==> src/sv/egcd_pkg.sv <==
// Shared types and constants for the extended GCD block.
// No dependencies.
`timescale 1ns / 1ps

package egcd_pkg;

  localparam int WIDTH_DEFAULT = 31;
  localparam int COEF_W        = 32;

  typedef enum logic [1:0] {
    ST_IDLE,
    ST_CHECK,
    ST_DIV,
    ST_DONE
  } state_e;

endpackage

==> src/sv/egcd_divmac.sv <==
// Bit-serial restoring divider that also accumulates quotient * coefficient.
// One quotient bit per cycle; depends on egcd_pkg.
`timescale 1ns / 1ps

module egcd_divmac #(
  parameter int WIDTH = egcd_pkg::WIDTH_DEFAULT
) (
  input  logic                       clk_i,
  input  logic                       rst_ni,
  input  logic                       start_i,
  input  logic [WIDTH-1:0]           dividend_i,
  input  logic [WIDTH-1:0]           divisor_i,
  input  logic [egcd_pkg::COEF_W-1:0] coef_a_i,
  input  logic [egcd_pkg::COEF_W-1:0] coef_b_i,
  output logic                       done_o,
  output logic [WIDTH-1:0]           rem_o,
  output logic [egcd_pkg::COEF_W-1:0] prod_a_o,
  output logic [egcd_pkg::COEF_W-1:0] prod_b_o
);

  localparam int CntW = $clog2(WIDTH);
  localparam int CW   = egcd_pkg::COEF_W;

  logic            busy_q, busy_d;
  logic            done_q, done_d;
  logic [CntW-1:0] cnt_q, cnt_d;

  logic [WIDTH-1:0] rem_q, dvd_q;
  logic [CW-1:0]    acc_a_q, acc_b_q;

  logic [WIDTH:0]   rem_sh;
  logic [WIDTH:0]   diff;
  logic             qbit;

  assign rem_sh = {rem_q, dvd_q[WIDTH-1]};
  assign diff   = rem_sh - {1'b0, divisor_i};
  assign qbit   = ~diff[WIDTH];

  always_comb begin
    busy_d = busy_q;
    done_d = 1'b0;
    cnt_d  = cnt_q;
    if (start_i) begin
      busy_d = 1'b1;
      cnt_d  = CntW'(WIDTH - 1);
    end else if (busy_q) begin
      cnt_d = cnt_q - CntW'(1);
      if (cnt_q == '0) begin
        busy_d = 1'b0;
        done_d = 1'b1;
      end
    end
  end

  always_ff @(posedge clk_i or negedge rst_ni) begin
    if (!rst_ni) begin
      busy_q <= 1'b0;
      done_q <= 1'b0;
      cnt_q  <= '0;
    end else begin
      busy_q <= busy_d;
      done_q <= done_d;
      cnt_q  <= cnt_d;
    end
  end

  always_ff @(posedge clk_i) begin
    if (start_i) begin
      rem_q   <= '0;
      dvd_q   <= dividend_i;
      acc_a_q <= '0;
      acc_b_q <= '0;
    end else if (busy_q) begin
      rem_q   <= qbit ? diff[WIDTH-1:0] : rem_sh[WIDTH-1:0];
      dvd_q   <= {dvd_q[WIDTH-2:0], 1'b0};
      acc_a_q <= {acc_a_q[CW-2:0], 1'b0} + (qbit ? coef_a_i : '0);
      acc_b_q <= {acc_b_q[CW-2:0], 1'b0} + (qbit ? coef_b_i : '0);
    end
  end

  assign done_o   = done_q;
  assign rem_o    = rem_q;
  assign prod_a_o = acc_a_q;
  assign prod_b_o = acc_b_q;

endmodule

==> src/sv/extended_gcd_bezout.sv <==
// Channel  | Dir | tdata fields (low bit up)            | Transfer
// s_axis   | in  | a_value, b_value                      | tvalid & tready
// m_axis   | out | divisor, coef_a, coef_b               | tvalid & tready
// Each Euclid step is one bit-serial division; there are up to about 45 steps at WIDTH 31.
// One item at a time: s_axis_tready is high only in idle, from the cycle after the output
// transfer. A result holds on m_axis until taken. Reset is asynchronous, active low.
// Extended GCD top level; depends on egcd_pkg and egcd_divmac.
`timescale 1ns / 1ps

module extended_gcd_bezout #(
  parameter int WIDTH = egcd_pkg::WIDTH_DEFAULT
) (
  input  logic                                 clk_i,
  input  logic                                 rst_ni,
  input  logic                                 s_axis_tvalid,
  output logic                                 s_axis_tready,
  // a_value, b_value
  input  logic [((2*WIDTH+7)/8)*8-1:0]         s_axis_tdata,
  output logic                                 m_axis_tvalid,
  input  logic                                 m_axis_tready,
  // divisor, coef_a, coef_b
  output logic [((WIDTH+2*egcd_pkg::COEF_W+7)/8)*8-1:0] m_axis_tdata
);

  localparam int CW   = egcd_pkg::COEF_W;
  localparam int OutW = ((WIDTH + 2*CW + 7) / 8) * 8;

  egcd_pkg::state_e state_q, state_d;

  logic [WIDTH-1:0] r_prev_q, r_cur_q;
  logic [CW-1:0]    ca_prev_q, ca_cur_q, cb_prev_q, cb_cur_q;

  logic             div_start;
  logic             div_done;
  logic [WIDTH-1:0] div_rem;
  logic [CW-1:0]    prod_a, prod_b;
  logic             in_xfer, out_xfer;

  assign in_xfer  = s_axis_tvalid & s_axis_tready;
  assign out_xfer = m_axis_tvalid & m_axis_tready;

  always_comb begin
    state_d = state_q;
    unique case (state_q)
      egcd_pkg::ST_IDLE:  if (s_axis_tvalid) state_d = egcd_pkg::ST_CHECK;
      egcd_pkg::ST_CHECK: state_d = (r_cur_q == '0) ? egcd_pkg::ST_DONE : egcd_pkg::ST_DIV;
      egcd_pkg::ST_DIV:   if (div_done) state_d = egcd_pkg::ST_CHECK;
      egcd_pkg::ST_DONE:  if (out_xfer) state_d = egcd_pkg::ST_IDLE;
      default:            state_d = egcd_pkg::ST_IDLE;
    endcase
  end

  always_comb begin
    s_axis_tready = 1'b0;
    m_axis_tvalid = 1'b0;
    div_start     = 1'b0;
    unique case (state_q)
      egcd_pkg::ST_IDLE:  s_axis_tready = 1'b1;
      egcd_pkg::ST_CHECK: div_start = (r_cur_q != '0);
      egcd_pkg::ST_DIV:   ;
      egcd_pkg::ST_DONE:  m_axis_tvalid = 1'b1;
      default:            ;
    endcase
  end

  always_ff @(posedge clk_i or negedge rst_ni) begin
    if (!rst_ni) begin
      state_q <= egcd_pkg::ST_IDLE;
    end else begin
      state_q <= state_d;
    end
  end

  always_ff @(posedge clk_i) begin
    if (in_xfer) begin
      r_prev_q  <= s_axis_tdata[2*WIDTH-1:WIDTH];
      r_cur_q   <= s_axis_tdata[WIDTH-1:0];
      cb_prev_q <= CW'(1);
      cb_cur_q  <= '0;
      ca_prev_q <= '0;
      ca_cur_q  <= CW'(1);
    end else if (state_q == egcd_pkg::ST_DIV && div_done) begin
      r_prev_q  <= r_cur_q;
      r_cur_q   <= div_rem;
      cb_prev_q <= cb_cur_q;
      cb_cur_q  <= cb_prev_q - prod_b;
      ca_prev_q <= ca_cur_q;
      ca_cur_q  <= ca_prev_q - prod_a;
    end
  end

  egcd_divmac #(
    .WIDTH(WIDTH)
  ) u_divmac (
    .clk_i      (clk_i),
    .rst_ni     (rst_ni),
    .start_i    (div_start),
    .dividend_i (r_prev_q),
    .divisor_i  (r_cur_q),
    .coef_a_i   (ca_cur_q),
    .coef_b_i   (cb_cur_q),
    .done_o     (div_done),
    .rem_o      (div_rem),
    .prod_a_o   (prod_a),
    .prod_b_o   (prod_b)
  );

  assign m_axis_tdata = OutW'({cb_prev_q, ca_prev_q, r_prev_q});

endmodule

==> config.mk <==
export PLATFORM = sky130hd
export DESIGN_NAME = extended_gcd_bezout
export DESIGN_NICKNAME = d
export VERILOG_FILES = /design/src/sv/egcd_pkg.sv /design/src/sv/egcd_divmac.sv /design/src/sv/extended_gcd_bezout.sv
export SDC_FILE = /design/constraint.sdc
export NUM_CORES = 1
export LEC_CHECK = 0
export ABC_AREA = 1
export BUFFER_PORTS_ARGS = -buffer_cell sky130_fd_sc_hd__clkbuf_2
export CORE_MARGIN = 2
export CORE_UTILIZATION = 53
export DETAILED_ROUTE_END_ITERATION = 6
export PLACE_DENSITY = 0.72
export RECOVER_POWER = 100
export SYNTH_ARGS = -nofsm -noshare
export SYNTH_HDL_FRONTEND = slang
export SYNTH_HIERARCHICAL = 1
export SYNTH_SLANG_ARGS = --single-unit
==> constraint.sdc <==
create_clock -name clk_i -period 5.3 [get_ports clk_i]
set_input_delay 0 -clock clk_i [delete_from_list [all_inputs] [get_ports clk_i]]
set_output_delay 0 -clock clk_i [all_outputs]
set_load 0.1 [all_outputs]
==> flow_metrics.py, run 1 <==
metrics = {
    "min_path": {
        "hold_end": "r_cur_q[13]",
        "hold_path.startpoint": "s_axis_tdata[13]",
        "worstHoldPathCells": 4,
        "hold_class": "primary input to flip-flop",
    },
    "global_route": {
        "grt_pass1_vias": 21240,
        "antenna_found_initial": 0,
        "groute.usage.overall_pct": 29.47,
        "met2_usage_pct": 47.56,
        "grt_pass1_wl_um": 107300,
        "met1_usage_pct": 41.26,
        "grt.met3_usage_pct": 4.177,
        "grt-ovfl-total": 0,
        "grt_max_degree": 110,
        "busiest_layer": "met2",
    },
    "timing": {
        "rsz0062_at_grt": "no",
        "min_period_over_period_pct": 88.52,
        "fin_hold_ws_ns": 0.2370,
        "worst_pin_slew_ns": 2.824,
        "fin_worst_skew_ns": 0.01508,
        "setup_viol": 0,
        "fmax_ghz": 0.2131,
        "hold_viol": 0,
        "layout_setup_ws_ns": 0.6084,
        "min_period_ns": 4.692,
        "slew_headroom_pct": -88.29,
        "tns_ns": 0,
        "drv_slew": 277,
    },
    "run_status": {
        "failed_checks": "max-capacitance violations, max-slew violations",
        "status": "finished with violations",
    },
    "synthesis": {
        "synth_nets": 3846,
        "syn_area_um2": 23210,
        "ys_types": 52,
        "synth_edf_count": 93,
        "synth-simple-area-share_pct": 31.12,
        "synth_top_cell_area_share_pct": 19.23,
        "muxShareOfSynthArea_pct": 0,
        "yosysWarningCount": 6,
        "syn_avg_cell_area_um2": 6.415,
        "synth_xor_area_share_pct": 2.377,
        "synth_compound_area_share_pct": 13.58,
        "synthFlopType": "dfxtp_1",
        "synthArstFlopShare_pct": 2.769,
        "synth_area_leaders": "dfxtp_1 (19%), nand2_1 (18%), edfxtp_1 (12%)",
        "synth-adder-area-share_pct": 8.787,
        "synth_top_area_cell": "dfxtp_1",
        "netlist_instances": 3618,
        "synth_top_family_by_area": "simple AND/OR/NAND/NOR gates",
        "ys_seq_area_share_pct": 32.24,
        "ys_seq_elements": 325,
    },
    "power_and_ir_drop": {
        "seq_power_share_pct": 25.0,
        "internal_power_mw": 7.802,
        "p_comb_share_pct": 58.0,
        "ir_worst_vdd_mv": 0.4232,
        "p_per_area_nw_per_um2": 612.3,
        "p_leak_nw": 13.81,
        "pwr-share-clk_pct": 17.0,
        "switching_share_pct": 51.24,
        "p_sw_mw": 8.198,
    },
    "clock_tree": {
        "clock_sinks": 325,
        "clock_latency_ns": 0.57,
        "tritoncts": "built",
        "cts_max_level": 2,
        "clk_pin_slew_ns": 0.06,
        "cts_root_buf": "clkbuf_16",
        "post_cts_buffers": 0,
        "numCtsBuffers": 38,
        "clock_tree.buffer_depth": 3,
    },
    "cells_and_area": {
        "area_growth_pct": 12.59,
        "final_common_cell": "nand2_1",
        "final_layout_size_suffix_gt1_share_pct": 4.414,
        "design_area_um2": 26130,
        "fin_nets": 4029,
        "finish.utilization_pct": 60.53,
        "antenna_cells": 0,
        "most-common-layout-cells": "nand2_1 (1,146), inv_1 (596), nor2_1 (399)",
    },
    "placed_design": {
        "place_congestion": 0.9590,
        "placement.io_buffers": 162,
        "placed_cell_area_um2": 24390,
        "dp_slack_ns": 0.8674,
        "place_hpwl_um": 48250,
    },
    "routing": {
        "first_iter_violations": 1851,
        "drtPass1Iterations": 7,
        "via_count": 22940,
        "drc": 0,
        "wl_per_cell_um": 15.16,
        "postRouteAntennaNets": 0,
        "via_per_inst": 5.197,
        "routed_wl_um": 66920,
    },
    "critical_path": {
        "slowest_delay_ns": 0.58,
        "r2r-end": "u_divmac/prod_b_o[26]",
        "cp_max_fo": 21,
        "path_delay_family": "simple AND/OR/NAND/NOR gates",
        "cp_common_cell": "nand2_1",
        "startpoint": "r_cur_q[14]",
        "worstReg2RegStart": "r_cur_q[14]",
        "endpoint_kind": "flip-flop",
        "required_ns": 5.79,
        "crit_path_top_delay_cell": "a21boi_0",
        "path_class": "flip-flop to flip-flop",
        "path_cells": "inv_1 > ha_1 > a21oi_1 > nand2_1 > a21oi_1 > nand2_1 > nand2_1 > nand2_2 > nand2_1 > nand2_2 > nor2_1 > ha_1 > nand3_1 > nand3_1 > a21boi_0 > inv_1 > nand3_1 > nand3_1 > nand2_1 > inv_1 > o21ai_0 > nand2_1 > o21ai_0",
        "cp.arrival_ns": 5.18,
        "start_kind": "flip-flop",
        "r2r_slack_ns": 0.61,
        "reg2reg_depth": 23,
        "critPathBufInv": 3,
    },
    "die": {
        "io_pins": 166,
        "rows": 76,
        "fp.dieW_um": 213.3,
        "core_um2": 43170,
        "start_util_pct": 53.76,
        "die_h_um": 213.3,
        "fp.dieArea_um2": 45480,
    },
    "flow_run": {
        "cap_violations": 5,
    },
}
kinds of logic (layout without fill, tap and decap cells):
| kind of cell | count (synthesis) | count (layout) |
|---|---|---|
| AOI/OAI and AO/OA | 570 | 570 |
| and+or+nand+nor | 1802 | 1802 |
| buffers and inverters | 697 | 908 |
| DFF | 325 | 325 |
| other | 1 | 1 |
| xor gates and xnor gates | 63 | 63 |
| adders and majority gates | 160 | 160 |
power by group through the flow:
stage	registers [mW]	logic [mW]	clock network [mW]
final	4.00	9.28	2.73
after CTS	3.99	9.23	2.78
after global routing	4.08	10.4	2.87
after detailed placement	4.03	9.13	0
after global placement	4.02	9.04	0
after floorplan	4.61	6.48	0
routing by layer:
metal	wire length (µm)	part of all wire, %
met1	31170	47
met2	29760	44
met3	4484	6.7
met4	1496	2.2
met5	0	0
repair_timing:
| item | 4_1_cts | 5_1_grt |
|---|---|---|
| gates resized for setup | 0 | 0 |
| hold endpoints to repair | 73 | 0 |
| hold buffers | 65 | 0 |
worst reg2reg max path: stages (launching register included):
cell and delay [ns]:
edfxtp_1 0.41, inv_1 0.07, ha_1 0.36, a21oi_1 0.28, nand2_1 0.15, a21oi_1 0.14, nand2_1 0.17, nand2_1 0.17
nand2_2 0.07, nand2_1 0.12, nand2_2 0.31, nor2_1 0.31, ha_1 0.28, nand3_1 0.09, nand3_1 0.16, a21boi_0 0.58
inv_1 0.13, nand3_1 0.10, nand3_1 0.20, nand2_1 0.12, inv_1 0.05, o21ai_0 0.14, nand2_1 0.06, o21ai_0 0.15
Yosys cell counts, types with 5 or more instances:
| library cell | number |
|---|---|
| buf_4 | 9 |
| or2_1 | 6 |
| a21o_1 | 15 |
| nand3_1 | 150 |
| o211ai_1 | 20 |
| inv_1 | 595 |
| dfxtp_1 | 223 |
| a21oi_1 | 196 |
| or2_2 | 11 |
| ha_1 | 155 |
| fa_1 | 5 |
| nor3_1 | 27 |
| xnor2_1 | 19 |
| dfrtp_1 | 9 |
| nand2_2 | 16 |
| o21a_1 | 6 |
| buf_6 | 9 |
| o21bai_1 | 47 |
| buf_2 | 33 |
| o21ai_1 | 30 |
| nor2_1 | 401 |
| nand4_1 | 20 |
| nand2_1 | 1141 |
| o21ai_0 | 231 |
| xor2_1 | 44 |
| clkbuf_1 | 43 |
| nor4_1 | 13 |
| edfxtp_1 | 93 |
per-stage QoR:
stage	power, mW	cells
after global routing	17.34	4414
after CTS	16.00	4414
after detailed placement	13.16	4281
final	16.00	4414
after floorplan	11.09	3618
after global placement	13.05	4281
worst max-delay path by stage:
| stage | to | cells past startpoint |
|---|---|---|
| 6_report | u_divmac/prod_b_o[26] | 23 |
| 3_5_place_dp | u_divmac/prod_a_o[27] | 23 |
| 4_1_cts | u_divmac/prod_a_o[18] | 20 |
| 5_1_grt | u_divmac/prod_b_o[26] | 23 |
| 3_3_place_gp | u_divmac/prod_a_o[27] | 23 |
| 2_1_floorplan | r_cur_q[0] | 4 |
sequential cells by signal (all words and copies together) (netlist names):
| name | count |
|---|---|
| ca_prev_q | 32 |
| ca_cur_q | 32 |
| u_divmac/rem_o | 31 |
| u_divmac/prod_b_o | 32 |
| u_divmac/cnt_q | 5 |
| cb_cur_q | 32 |
| u_divmac/dvd_q | 31 |
| state_q | 2 |
| cb_prev_q | 32 |
| r_cur_q | 31 |
| u_divmac/prod_a_o | 32 |
| u_divmac/busy_q | 1 |
| u_divmac/done_o | 1 |
| r_prev_q | 31 |
area by class of cell:
class                   count  area, µm²
fillers                  4273      17040
multi-input cells        2596      12970
flip-flops and latches    325       7482
inverters                 599       2250
repair buffers            241       1431
clock buffers              49       1022
well taps                 585      732.0
clock inverters            19      244.0
Note: power is estimated with default switching activity, not from simulation.
==> run 2, diff against run 1 <==
--- a/config.mk
+++ b/config.mk
@@ -7,6 +7,7 @@
 export LEC_CHECK = 0
 export ABC_AREA = 1
 export BUFFER_PORTS_ARGS = -buffer_cell sky130_fd_sc_hd__clkbuf_2
+export CORE_ASPECT_RATIO = 0.6
 export CORE_MARGIN = 2
 export CORE_UTILIZATION = 53
 export DETAILED_ROUTE_END_ITERATION = 6
==> run 2 against run 1 <==
  * First-iteration DRC count increased by 32%
  * The flow still finishes with violations (max-capacitance violations, max-slew violations)
  * Sequential power increased by 1%
  * Clock power decreased by 4%
  * Count of clock-buffer cells in the layout shrank 7
  * Worst hold slack improved by 0.024 ns
  * Routed wire length rose by 5.5%
  * Sequential share of layout area hardly changed
  * Largest power group unchanged
  * Register-to-register slack about the same
  * Combinational power up 2.8%
  * Critical endpoint is now u_divmac/prod_a_o[19]
  * Cell count decreased by 0.11%
==> flow_metrics.py, run 2 (synthesized netlist as in run 1, its figures left out) <==
metrics = {
    "timing": {
        "min_period_over_period_pct": 88.41,
        "fmax_ghz": 0.2134,
        "rsz0062_at_grt": "no",
        "min_period_ns": 4.686,
        "slew_headroom_pct": -54.71,
        "worst_pin_slew_ns": 2.321,
        "hold_viol": 0,
        "fin_hold_ws_ns": 0.2612,
        "tns_ns": 0,
        "fin_worst_skew_ns": 0.02233,
        "setup_viol": 0,
        "drv_slew": 422,
    },
    "run_status": {
        "status": "finished with violations",
        "failed_checks": "max-capacitance violations, max-slew violations",
    },
    "routing": {
        "drc": 0,
        "postRouteAntennaNets": 0,
        "routed_wl_um": 70580,
        "first_iter_violations": 2451,
        "drtPass1Iterations": 5,
        "via_count": 23119,
        "via_per_inst": 5.244,
        "wl_per_cell_um": 16.01,
    },
    "global_route": {
        "grt_pass1_wl_um": 111700,
        "antenna_found_initial": 4,
        "grt_pass1_vias": 20527,
        "groute.usage.overall_pct": 30.48,
        "grt-ovfl-total": 0,
        "grt_max_degree": 114,
    },
    "power_and_ir_drop": {
        "p_per_area_nw_per_um2": 620.4,
        "finalPower_mw": 16.20,
        "p_leak_nw": 13.79,
        "ir_worst_vdd_mv": 0.3222,
    },
    "clock_tree": {
        "post_cts_buffers": 0,
        "tritoncts": "built",
        "cts_resized": 0,
        "clk_pin_slew_ns": 0.07,
        "cts_hold_buf": 65,
        "clock_sinks": 325,
        "clock_latency_ns": 0.56,
        "cts_root_buf": "clkbuf_16",
        "cts_max_level": 2,
        "numCtsBuffers": 35,
        "clock_tree.buffer_depth": 3,
    },
    "placed_design": {
        "place_hpwl_um": 53110,
        "place_congestion": 0.9921,
        "placement.io_buffers": 162,
    },
    "min_path": {
        "hold_end": "r_prev_q[14]",
        "hold_path.startpoint": "s_axis_tdata[45]",
        "hold_class": "primary input to flip-flop",
        "worstHoldPathCells": 4,
    },
    "critical_path": {
        "required_ns": 5.72,
        "path_cells": "inv_1 > ha_1 > nand2_1 > inv_1 > nand2_1 > nand2_1 > nand2_1 > nand2_1 > a21oi_2 > nand3_1 > nand2_1 > nor2_1 > ha_1 > fa_1 > nand3_1 > nand2_1 > a21boi_0 > o21ai_0 > a21oi_1 > xor2_1 > a21oi_1",
        "reg2reg_depth": 21,
        "worstReg2RegStart": "r_cur_q[26]",
        "crit_path_top_delay_cell": "nand2_1",
        "endpoint_kind": "flip-flop",
        "slowest_delay_ns": 0.55,
        "r2r-end": "u_divmac/prod_a_o[19]",
        "cp_max_fo": 12,
        "cp_common_cell": "nand2_1",
        "r2r_slack_ns": 0.61,
        "start_kind": "flip-flop",
        "path_class": "flip-flop to flip-flop",
        "cp.arrival_ns": 5.10,
    },
    "die": {
        "fp.dieArea_um2": 45540,
        "die_h_um": 166.1,
        "io_pins": 166,
        "core_um2": 43260,
        "rows": 59,
        "start_util_pct": 53.65,
        "fp.dieW_um": 274.2,
    },
    "cells_and_area": {
        "final_layout_size_suffix_gt1_share_pct": 4.544,
        "most-common-layout-cells": "nand2_1 (1,144), inv_1 (595), nor2_1 (398)",
        "finish.utilization_pct": 60.35,
        "final_common_cell": "nand2_1",
        "area_growth_pct": 12.48,
        "fin_nets": 4030,
    },
    "flow_run": {
        "cap_violations": 8,
    },
}
-- run 2: cell count changes in the layout (fill, tap and decap cells not counted), sizes merged --
cell,change
buf,-3
bufinv,-1
clkinv,+2
clkinvlp,+2
diode,+1
-- run 2: where the power goes --
part	internal (mW)	switching (mW)
clock	1.48	1.13
combinational	2.78	6.76
sequential	3.45	0.593
-- run 2: worst max path at each step --
stage                      from                     to  slack [ns]  cells after the start
floorplan            state_q[0]             r_cur_q[0]        1.25                      4
global placement    r_cur_q[14]  u_divmac/prod_b_o[31]        1.07                     23
detailed placement  r_cur_q[14]  u_divmac/prod_b_o[31]        0.98                     23
CTS                 r_cur_q[14]  u_divmac/prod_b_o[31]        0.95                     23
global route        r_cur_q[14]  u_divmac/prod_b_o[30]        0.26                     24
finish              r_cur_q[26]  u_divmac/prod_a_o[19]        0.61                     21
-- run 2: metal layers --
layer	track usage, %	vias up	share of wire, %
li1	-	11798	-
met1	50.58	10244	51
met2	39.45	967	37
met3	5.393	108	10
met4	7.042	2	2.2
met5	0	-	0.018
-- run 2: cell type report --
class	count	area, µm²
clock inverter	22	275.3
sequential	325	7482
timing repair buffer	245	1446
inverter	599	2250
tap	579	724.4
clock buffer	42	932.1
fill	4251	17150
multi-input combinational	2596	12990
antenna	1	2.502
-- run 2: critical path: cells and delay by family (launching register included) --
family | cells | cell delay, ns
and+or+nand+nor | 10 | 1.52
adders and majority gates | 3 | 1.01
xor gates and xnor gates | 1 | 0.21
AOI/OAI and AO/OA | 5 | 1.25
buffers and inverters | 2 | 0.13
DFF | 1 | 0.43
-- run 2: through the flow --
stage                     worst slack, ns  std cells  area (µm²)
after floorplan                     1.246       3618       23210
after global placement              1.072       4279       24420
after detailed placement           0.9835       4279       24420
after CTS                          0.9505       4408       26280
after global routing               0.2626       4409       26110
final                              0.6142       4409       26110
